## config.mk

```make
export PLATFORM = sky130hd
export DESIGN_NAME = pcm16_gain_and_one_pole_lowpass
export DESIGN_NICKNAME = d
export VERILOG_FILES = /design/src/hw/rtl/pgl_pkg.sv /design/src/hw/rtl/pcm16_gain_and_one_pole_lowpass.sv /design/src/hw/rtl/pgl_round.sv /design/src/hw/rtl/pgl_filter.sv
export SDC_FILE = /design/constraint.sdc
export NUM_CORES = 2
export LEC_CHECK = 0
export BUFFER_PORTS_ARGS = -buffer_cell sky130_fd_sc_hd__buf_2
export CAP_MARGIN = 20
export CORE_ASPECT_RATIO = 1.4
export CORE_MARGIN = 4
export CORE_UTILIZATION = 60
export DETAILED_ROUTE_END_ITERATION = 7
export MAX_ROUTING_LAYER = met4
export PLACE_DENSITY = 0.84
export SLEW_MARGIN = 15
export SYNTH_ARGS = -nofsm -noshare
export SYNTH_HDL_FRONTEND = slang
export SYNTH_SLANG_ARGS = --single-unit
```

## constraint.sdc

```tcl
create_clock -name clock -period 11.3 [get_ports clock]
set_clock_uncertainty 0.15 [all_clocks]
set_input_delay 1.13 -clock clock [delete_from_list [all_inputs] [get_ports clock]]
set_output_delay 1.13 -clock clock [all_outputs]
set_load 0.05 [all_outputs]
```

## src/hw/rtl/pgl_pkg.sv

```systemverilog
// shared constants, types and width helpers for the pcm16 gain and lowpass block
package pgl_pkg;

   // default number of coefficient fraction bits
   localparam int COEF_FRAC_BITS_DEF = 16;

   // fixed field widths
   localparam int SAMPLE_W = 16;
   localparam int GAIN_W   = 24;
   localparam int ALPHA_W  = 17;
   localparam int CSR_IDX_W = 2;

   // register indexes of the configuration port
   localparam logic [CSR_IDX_W-1:0] REG_MODE  = 2'd0;
   localparam logic [CSR_IDX_W-1:0] REG_GAIN  = 2'd1;
   localparam logic [CSR_IDX_W-1:0] REG_ALPHA = 2'd2;

   // mode codes
   localparam logic MODE_GAIN    = 1'b0;
   localparam logic MODE_LOWPASS = 1'b1;

   // sample limits
   localparam logic signed [SAMPLE_W-1:0] SAMPLE_MAX     = 16'sd32767;
   localparam logic signed [SAMPLE_W-1:0] SAMPLE_NEG_MAX = -16'sd32767;
   localparam logic signed [SAMPLE_W-1:0] SAMPLE_MOST_NEG = 16'sh8000;

   // control handed to the filter stage
   typedef struct packed {
      logic load;
      logic mode;
   } pgl_ctrl_type;

   // running value width
   function automatic int fv_width(input int frac);
      return 17 + frac;
   endfunction

   // gain register must also hold the reset value of one
   function automatic int gain_reg_width(input int frac);
      return (GAIN_W > frac + 2) ? GAIN_W : frac + 2;
   endfunction

   // alpha register must also hold the reset value of one
   function automatic int alpha_reg_width(input int frac);
      return (ALPHA_W > frac + 1) ? ALPHA_W : frac + 1;
   endfunction

   // gain product width
   function automatic int gprod_width(input int frac);
      return SAMPLE_W + gain_reg_width(frac);
   endfunction

endpackage

```

## src/hw/rtl/pcm16_gain_and_one_pole_lowpass.sv

```systemverilog
// top level: pcm16 gain or one-pole lowpass with rounding and symmetric clamp
// one item per cycle sustained while rsp_tready is high
// the running value's subtract, multiply, round and add loop closes around fv_ff
// stages: input register, multiply/state register, round and clamp into the output register
// synchronous active high reset clears valid flags and running value, config to defaults
// configuration writes are always taken (csr_ready is high)
module pcm16_gain_and_one_pole_lowpass #(
   parameter int COEF_FRAC_BITS = pgl_pkg::COEF_FRAC_BITS_DEF
) (
   input  logic                              clock,
   input  logic                              reset,
   input  logic                              req_tvalid,
   output logic                              req_tready,
   input  logic [15:0]                       req_tdata,  // [15:0] sample_in
   output logic                              rsp_tvalid,
   input  logic                              rsp_tready,
   output logic [15:0]                       rsp_tdata,  // [15:0] sample_out
   input  logic                              csr_valid,
   output logic                              csr_ready,
   input  logic [pgl_pkg::CSR_IDX_W-1:0]     csr_index,
   input  logic [pgl_pkg::GAIN_W-1:0]        csr_data
);

   localparam int F       = COEF_FRAC_BITS;
   localparam int SW      = pgl_pkg::SAMPLE_W;
   localparam int GW      = pgl_pkg::gain_reg_width(F);
   localparam int AW      = pgl_pkg::alpha_reg_width(F);
   localparam int FV_W    = pgl_pkg::fv_width(F);
   localparam int GPROD_W = pgl_pkg::gprod_width(F);
   localparam int CW      = (GPROD_W > FV_W) ? GPROD_W : FV_W;
   localparam int SAT_W   = CW - F + 1;

   localparam logic signed [SAT_W-1:0] OUT_HI = {{(SAT_W-15){1'b0}}, {15{1'b1}}};
   localparam logic signed [SAT_W-1:0] OUT_LO = -OUT_HI;

   logic                      mode_ff, mode_in;
   logic signed [GW-1:0]      gain_ff, gain_in;
   logic [AW-1:0]             alpha_ff, alpha_in;
   logic                      va_ff, va_in;
   logic                      vb_ff, vb_in;
   logic                      vc_ff, vc_in;
   logic signed [SW-1:0]      sample_ff, sample_in;
   logic [15:0]               out_ff, out_in;
   logic                      ready_a, ready_b, ready_c;
   logic                      load_b;
   pgl_pkg::pgl_ctrl_type     fctrl;
   logic signed [FV_W-1:0]    fv;
   logic signed [GPROD_W-1:0] gprod;
   logic signed [CW-1:0]      sel_val;
   logic signed [SAT_W-1:0]   rounded;

   // configuration registers
   assign csr_ready = 1'b1;

   always_comb begin
      mode_in  = mode_ff;
      gain_in  = gain_ff;
      alpha_in = alpha_ff;
      if (csr_valid) begin
         case (csr_index)
            pgl_pkg::REG_MODE: begin
               mode_in = csr_data[0];
            end
            pgl_pkg::REG_GAIN: begin
               gain_in = $signed({{(GW-pgl_pkg::GAIN_W){csr_data[pgl_pkg::GAIN_W-1]}},
                                  csr_data});
            end
            pgl_pkg::REG_ALPHA: begin
               alpha_in = {{(AW-pgl_pkg::ALPHA_W){1'b0}}, csr_data[pgl_pkg::ALPHA_W-1:0]};
            end
            default: begin
            end
         endcase
      end
   end

   // per-stage flow control
   assign ready_c    = !vc_ff || rsp_tready;
   assign ready_b    = !vb_ff || ready_c;
   assign ready_a    = !va_ff || ready_b;
   assign req_tready = ready_a;
   assign load_b     = va_ff && ready_b;

   assign va_in = ready_a ? req_tvalid : va_ff;
   assign vb_in = ready_b ? va_ff : vb_ff;
   assign vc_in = ready_c ? vb_ff : vc_ff;

   // most negative input treated as its symmetric limit
   assign sample_in = ($signed(req_tdata) == pgl_pkg::SAMPLE_MOST_NEG) ?
                      pgl_pkg::SAMPLE_NEG_MAX : $signed(req_tdata);

   // multiply and state update stage
   assign fctrl.load = load_b;
   assign fctrl.mode = mode_ff;

   pgl_filter #(
      .FRAC (F)
   ) u_filter (
      .clock        (clock),
      .reset        (reset),
      .ctrl         (fctrl),
      .sample       (sample_ff),
      .gain_coeff   (gain_ff),
      .alpha_coeff  (alpha_ff),
      .filter_value (fv),
      .gain_prod    (gprod)
   );

   // pick the stage value, round and clamp
   assign sel_val = (mode_ff == pgl_pkg::MODE_LOWPASS) ?
                    $signed({{(CW-FV_W){fv[FV_W-1]}}, fv}) :
                    $signed({{(CW-GPROD_W){gprod[GPROD_W-1]}}, gprod});

   pgl_round #(
      .W    (CW),
      .FRAC (F)
   ) u_out_round (
      .value_in (sel_val),
      .result   (rounded)
   );

   always_comb begin
      if (rounded > OUT_HI) begin
         out_in = OUT_HI[15:0];
      end else if (rounded < OUT_LO) begin
         out_in = OUT_LO[15:0];
      end else begin
         out_in = rounded[15:0];
      end
   end

   // registers
   always_ff @(posedge clock) begin
      if (reset) begin
         mode_ff  <= pgl_pkg::MODE_GAIN;
         gain_ff  <= GW'(1) << F;
         alpha_ff <= AW'(1) << F;
         va_ff    <= 1'b0;
         vb_ff    <= 1'b0;
         vc_ff    <= 1'b0;
      end else begin
         mode_ff  <= mode_in;
         gain_ff  <= gain_in;
         alpha_ff <= alpha_in;
         va_ff    <= va_in;
         vb_ff    <= vb_in;
         vc_ff    <= vc_in;
      end
      if (req_tvalid && ready_a) begin
         sample_ff <= sample_in;
      end
      if (vb_ff && ready_c) begin
         out_ff <= out_in;
      end
   end

   assign rsp_tvalid = vc_ff;
   assign rsp_tdata  = out_ff;

   // checks
   a_no_most_neg: assert property (@(posedge clock) disable iff (reset)
      rsp_tvalid |-> (rsp_tdata != 16'h8000))
      else $error("result holds the most negative code");

   a_full_stall: assert property (@(posedge clock) disable iff (reset)
      (va_ff && vb_ff && vc_ff && !rsp_tready) |-> !req_tready)
      else $error("input taken while every stage is full and stalled");

   a_fv_hold: assert property (@(posedge clock) disable iff (reset)
      !(load_b && (mode_ff == pgl_pkg::MODE_LOWPASS)) |=> $stable(fv))
      else $error("running value changed without a lowpass item");

endmodule

```

## src/hw/rtl/pgl_round.sv

```systemverilog
// divide by a power of two with round half to even
module pgl_round #(
   parameter int W    = 40,
   parameter int FRAC = 16
) (
   input  logic signed [W-1:0]    value_in,
   output logic signed [W-FRAC:0] result
);

   localparam logic [FRAC-1:0] HALF = {1'b1, {(FRAC-1){1'b0}}};

   logic signed [W-FRAC-1:0] floor_val;
   logic [FRAC-1:0]          rem;
   logic                     inc;

   // floor quotient plus increment above half or at half when odd
   assign floor_val = value_in[W-1:FRAC];
   assign rem       = value_in[FRAC-1:0];
   assign inc       = (rem > HALF) || ((rem == HALF) && floor_val[0]);
   assign result    = $signed({floor_val[W-FRAC-1], floor_val})
                    + $signed({{(W-FRAC){1'b0}}, inc});

endmodule

```

## src/hw/rtl/pgl_filter.sv

```systemverilog
// gain multiply and one-pole lowpass state update stage
module pgl_filter #(
   parameter int FRAC = pgl_pkg::COEF_FRAC_BITS_DEF
) (
   input  logic                                               clock,
   input  logic                                               reset,
   input  pgl_pkg::pgl_ctrl_type                              ctrl,
   input  logic signed [pgl_pkg::SAMPLE_W-1:0]                sample,
   input  logic signed [pgl_pkg::gain_reg_width(FRAC)-1:0]    gain_coeff,
   input  logic [pgl_pkg::alpha_reg_width(FRAC)-1:0]          alpha_coeff,
   output logic signed [pgl_pkg::fv_width(FRAC)-1:0]          filter_value,
   output logic signed [pgl_pkg::gprod_width(FRAC)-1:0]       gain_prod
);

   localparam int SW      = pgl_pkg::SAMPLE_W;
   localparam int GW      = pgl_pkg::gain_reg_width(FRAC);
   localparam int AW      = pgl_pkg::alpha_reg_width(FRAC);
   localparam int FV_W    = pgl_pkg::fv_width(FRAC);
   localparam int GPROD_W = pgl_pkg::gprod_width(FRAC);
   localparam int DIFF_W  = FV_W + 1;
   localparam int PROD_W  = DIFF_W + AW + 1;
   localparam int RND_W   = PROD_W - FRAC + 1;
   localparam int SUM_W   = ((RND_W > FV_W) ? RND_W : FV_W) + 1;

   localparam logic signed [SUM_W-1:0] FV_HI =
      {{(SUM_W-FV_W+1){1'b0}}, {(FV_W-1){1'b1}}};
   localparam logic signed [SUM_W-1:0] FV_LO = ~FV_HI;

   logic signed [FV_W-1:0]    fv_ff, fv_in;
   logic signed [GPROD_W-1:0] gprod_ff, gprod_in;
   logic signed [FV_W-1:0]    x_val;
   logic signed [DIFF_W-1:0]  diff;
   logic signed [PROD_W-1:0]  prod;
   logic signed [RND_W-1:0]   delta;
   logic signed [SUM_W-1:0]   sum;

   // scaled input minus running value
   assign x_val = $signed({{(FV_W-SW-FRAC){sample[SW-1]}}, sample, {FRAC{1'b0}}});
   assign diff  = $signed({x_val[FV_W-1], x_val}) - $signed({fv_ff[FV_W-1], fv_ff});

   // alpha times difference
   assign prod = $signed({{(PROD_W-DIFF_W){diff[DIFF_W-1]}}, diff})
               * $signed({{(PROD_W-AW){1'b0}}, alpha_coeff});

   pgl_round #(
      .W    (PROD_W),
      .FRAC (FRAC)
   ) u_delta_round (
      .value_in (prod),
      .result   (delta)
   );

   // accumulate and saturate the running value
   assign sum = $signed({{(SUM_W-RND_W){delta[RND_W-1]}}, delta})
              + $signed({{(SUM_W-FV_W){fv_ff[FV_W-1]}}, fv_ff});

   always_comb begin
      fv_in = fv_ff;
      if (ctrl.load && (ctrl.mode == pgl_pkg::MODE_LOWPASS)) begin
         if (sum > FV_HI) begin
            fv_in = FV_HI[FV_W-1:0];
         end else if (sum < FV_LO) begin
            fv_in = FV_LO[FV_W-1:0];
         end else begin
            fv_in = sum[FV_W-1:0];
         end
      end
   end

   // gain product
   assign gprod_in = $signed({{(GPROD_W-SW){sample[SW-1]}}, sample})
                   * $signed({{(GPROD_W-GW){gain_coeff[GW-1]}}, gain_coeff});

   always_ff @(posedge clock) begin
      if (reset) begin
         fv_ff <= '0;
      end else begin
         fv_ff <= fv_in;
      end
      if (ctrl.load) begin
         gprod_ff <= gprod_in;
      end
   end

   assign filter_value = fv_ff;
   assign gain_prod    = gprod_ff;

endmodule

```

==> impl_metrics.env <==
export IMPL_synth_warnings=0
export IMPL_r2r_start="u_filter.filter_value[2]"
export IMPL_min_delay_start="u_filter.filter_value[4]"
export IMPL_slew_violations=0
export IMPL_grt_ovfl_total=0
export IMPL_initial_utilization_pct=60.7
export IMPL_min_path_cells=2
export IMPL_reg2reg_depth=45
export IMPL_worstSetupEndpointType="register"
export IMPL_die_x_um=236
export IMPL_timing_hold_ws_ns=0.404
export IMPL_grt_max_degree=56
export IMPL_antenna_found_initial=9
export IMPL_drc=0
export IMPL_min_path_type="reg -> reg"
export IMPL_timing_critical_path_max_delay_family="adder cells"
export IMPL_drt_first_pass_iters=8
export IMPL_synth_nets=6220
export IMPL_fin_crit_sh_pct=97.0
export IMPL_nets=6211
export IMPL_totalPowerFinal_mw=6.22
export IMPL_wl_mm=125
export IMPL_syn_avg_cell_area_um2=8.75
export IMPL_drv_cap=0
export IMPL_viasPerCell=5.91
export IMPL_grt_pass1_vias=37972
export IMPL_hpwlAfterDp_mm=100
export IMPL_wl_per_cell_um=21.0
export IMPL_io_pins=66
export IMPL_die_h_um=327
export IMPL_grtUsageTotal_pct=33.5
export IMPL_core_area_mm2=0.0717
export IMPL_path_buf_inv=10
export IMPL_finalSetupViolations=0
export IMPL_final_util_pct=64.2
export IMPL_drt_initial_drc_count=2685
export IMPL_ant_nets=0
export IMPL_dpl_cell_area_mm2=0.0451
export IMPL_syn_to_final_growth_pct=5.83
export IMPL_critPathKind="reg -> reg"
export IMPL_multiInputGateArea_mm2=0.0349
export IMPL_fp_row_count=116
export IMPL_syn_inst=4975
export IMPL_cp_slowest_cell="or4_1"
export IMPL_worst_pin_slew_ns=1.18
export IMPL_gp_congestion=1.07
export IMPL_syn_area_mm2=0.0435
export IMPL_yosysUniqueCellTypes=90
export IMPL_numCtsBuffers=17
export IMPL_clockRootBuffer="clkbuf_16"
export IMPL_yosysSeqAreaShare_pct=8.56
export IMPL_port_buffers=64
export IMPL_cts_clk_slew_worst_paths_ns=0.07
export IMPL_finalHoldViolCount=0
export IMPL_p_leak_nw=22.3
export IMPL_fin_crit_ns=10.96
export IMPL_nFillCells=5729
export IMPL_fmax_mhz=91.2
export IMPL_reg2reg_slack_ns=0.34
export IMPL_async_flop_share_pct=0
export IMPL_ys_seq_elements=150
export IMPL_fin_cells=5935
export IMPL_synth_edf_count=72
export IMPL_post_route_cells_drive_above_1_share_pct=6.67
export IMPL_stdcell_area_mm2=0.0461
export IMPL_clk_latency_ns=0.44
export IMPL_dp_cells=5869
export IMPL_p_per_area_mw_per_mm2=135
export IMPL_startpoint_type="register"
export IMPL_final_seq_area_mm2=0.00373
export IMPL_cp_max_fo=7
export IMPL_via_count=35105
export IMPL_postCtsHoldBufs=0
export IMPL_clock_path_buffers=2
export IMPL_r2r_end="u_filter.filter_value[6]"
export IMPL_outcome="finished clean"
export IMPL_cts_htree_levels=4
export IMPL_cts_tree="built"
export IMPL_worstPathArrival_ns=11.14
export IMPL_relSlewSlack_pct=21.2
export IMPL_die_area_mm2=0.0770
export IMPL_numClockSinks=150
export IMPL_grt_pass1_wl_mm=198
export IMPL_hold_end="u_filter.filter_value[4]"
export IMPL_required_ns=11.47
export IMPL_synth_ff_type="dfxtp_1"
export IMPL_ir_drop_v=0.000144
export IMPL_max_stage_delay_ns=0.60
==> worst max path at each step <==
stage / from / cells past startpoint / slack [ns] / to
finish: u_filter.filter_value[2] / 45 / 0.34 / u_filter.filter_value[6]
global placement: u_filter.filter_value[2] / 39 / 0.35 / u_filter.filter_value[31]
global route: u_filter.filter_value[2] / 45 / -0.06 / u_filter.filter_value[9]
CTS: u_filter.filter_value[2] / 40 / 0.17 / u_filter.filter_value[30]
floorplan: sample_ff[0] / 46 / 0.40 / u_filter.filter_value[11]
detailed placement: sample_ff[0] / 44 / 0.22 / u_filter.filter_value[30]
==> synthesized netlist by cell type (all sizes together), types with 5 or more instances <==
cell type	instances	share of area, %
nor2b	20	0.29
o211ai	32	0.55
o22ai	7	0.10
nand3	46	0.53
nor3	26	0.32
edfxtp	72	5.0
ha	281	8.1
o21ai	84	0.97
xnor2	122	2.5
and3	26	0.37
nand2b	40	0.57
mux2	6	0.16
a21boi	5	0.086
nand4	28	0.40
or2	6	0.086
a21o	86	1.5
o21bai	22	0.38
xor2	60	1.2
dfxtp	78	3.6
a41oi	5	0.10
a221oi	8	0.18
buf	32	0.39
mux2i	15	0.34
fa	917	42
o41ai	5	0.10
a21oi	191	2.2
nor2	118	1.0
clkbuf	206	1.8
nand3b	14	0.27
a31oi	19	0.27
o21a	17	0.29
o31a	5	0.10
a211oi	15	0.27
nand2	750	6.5
a22oi	8	0.14
nor4	18	0.30
o31ai	10	0.18
inv	1107	9.5
and2	399	5.7
==> cell usage in the layout, fill, tap and decap left out, types with 70 or more instances in the layout <==
cell      Yosys  routed
o21ai_0      81      78
ha_1        281     275
nor2_1      116     109
a21oi_1     190     184
nand2_1     750     750
and2_1      399     397
inv_1      1107    1106
a21o_1       86      86
fa_1        917     915
buf_4         3     136
dfxtp_1      78      70
edfxtp_1     72      72
xnor2_1     121     118
==> metrics by stage <==
stage,worst slack [ns],setup TNS [ns]
finish,0.336,0
global route,-0.0609,-0.618
CTS,0.167,0
detailed placement,0.223,0
global placement,0.354,0
floorplan,0.399,0
==> state kept, by name (all words and copies together), names as in the netlist <==
register and flops:
u_filter.filter_value 33, alpha_ff 17, va_ff 1, gain_ff 24
vb_ff 1, rsp_tdata 16, mode_ff 1, rsp_tvalid 1
u_filter.gain_prod 40, sample_ff 16
==> cell type report <==
class                      instances  area share (%)
clock buffer                      17           0.924
timing repair buffer             210            3.20
multi-input combinational       3480            75.9
tap                              944            2.56
clock inverter                    15           0.258
inverter                        1107            9.02
antenna                           12          0.0652
sequential                       150            8.11
==> where the power goes <==
part | switching [mW] | internal (mW) | total, mW
Combinational | 3.05 | 1.84 | 4.89
Sequential | 0.0946 | 0.698 | 0.793
Clock | 0.254 | 0.286 | 0.540
==> worst register-to-register path: cells and delay by family (launching register included) <==
| kind | cells | cell delay (ns) |
|---|---|---|
| XOR/XNOR | 2 | 0.38 |
| AND/OR/NAND/NOR | 12 | 2.50 |
| AO/OA/AOI/OAI | 13 | 2.61 |
| buffers and inverters | 10 | 1.11 |
| flip-flops | 1 | 0.37 |
| adder cells (fa/ha/maj) | 8 | 3.76 |
==> per-layer routing <==
metal  share of wire, %  GRT usage, %  up-vias
met5                  0             -        -
met3                 10          6.98      640
li1                   -             -    15041
met4                7.6          18.9        0
met2                 50          57.0     1939
met1                 33          36.6    17485
==> what timing repair did <==
action                                  CTS  global route
setup buffers                             0            20
endpoints found under the setup margin    0            32
resized for setup                         0            56
==> kinds of logic after synthesis <==
group	Yosys count	synth area share, %
AO/OA/AOI/OAI	558	8.28
XOR/XNOR	182	3.68
other	1	0.00862
AND/OR/NAND/NOR	1518	16.9
multiplexers	21	0.509
flip-flops	150	8.56
buffers and inverters	1345	11.7
adder cells (fa/ha/maj)	1200	50.3
(Power assumes the default switching activity.)
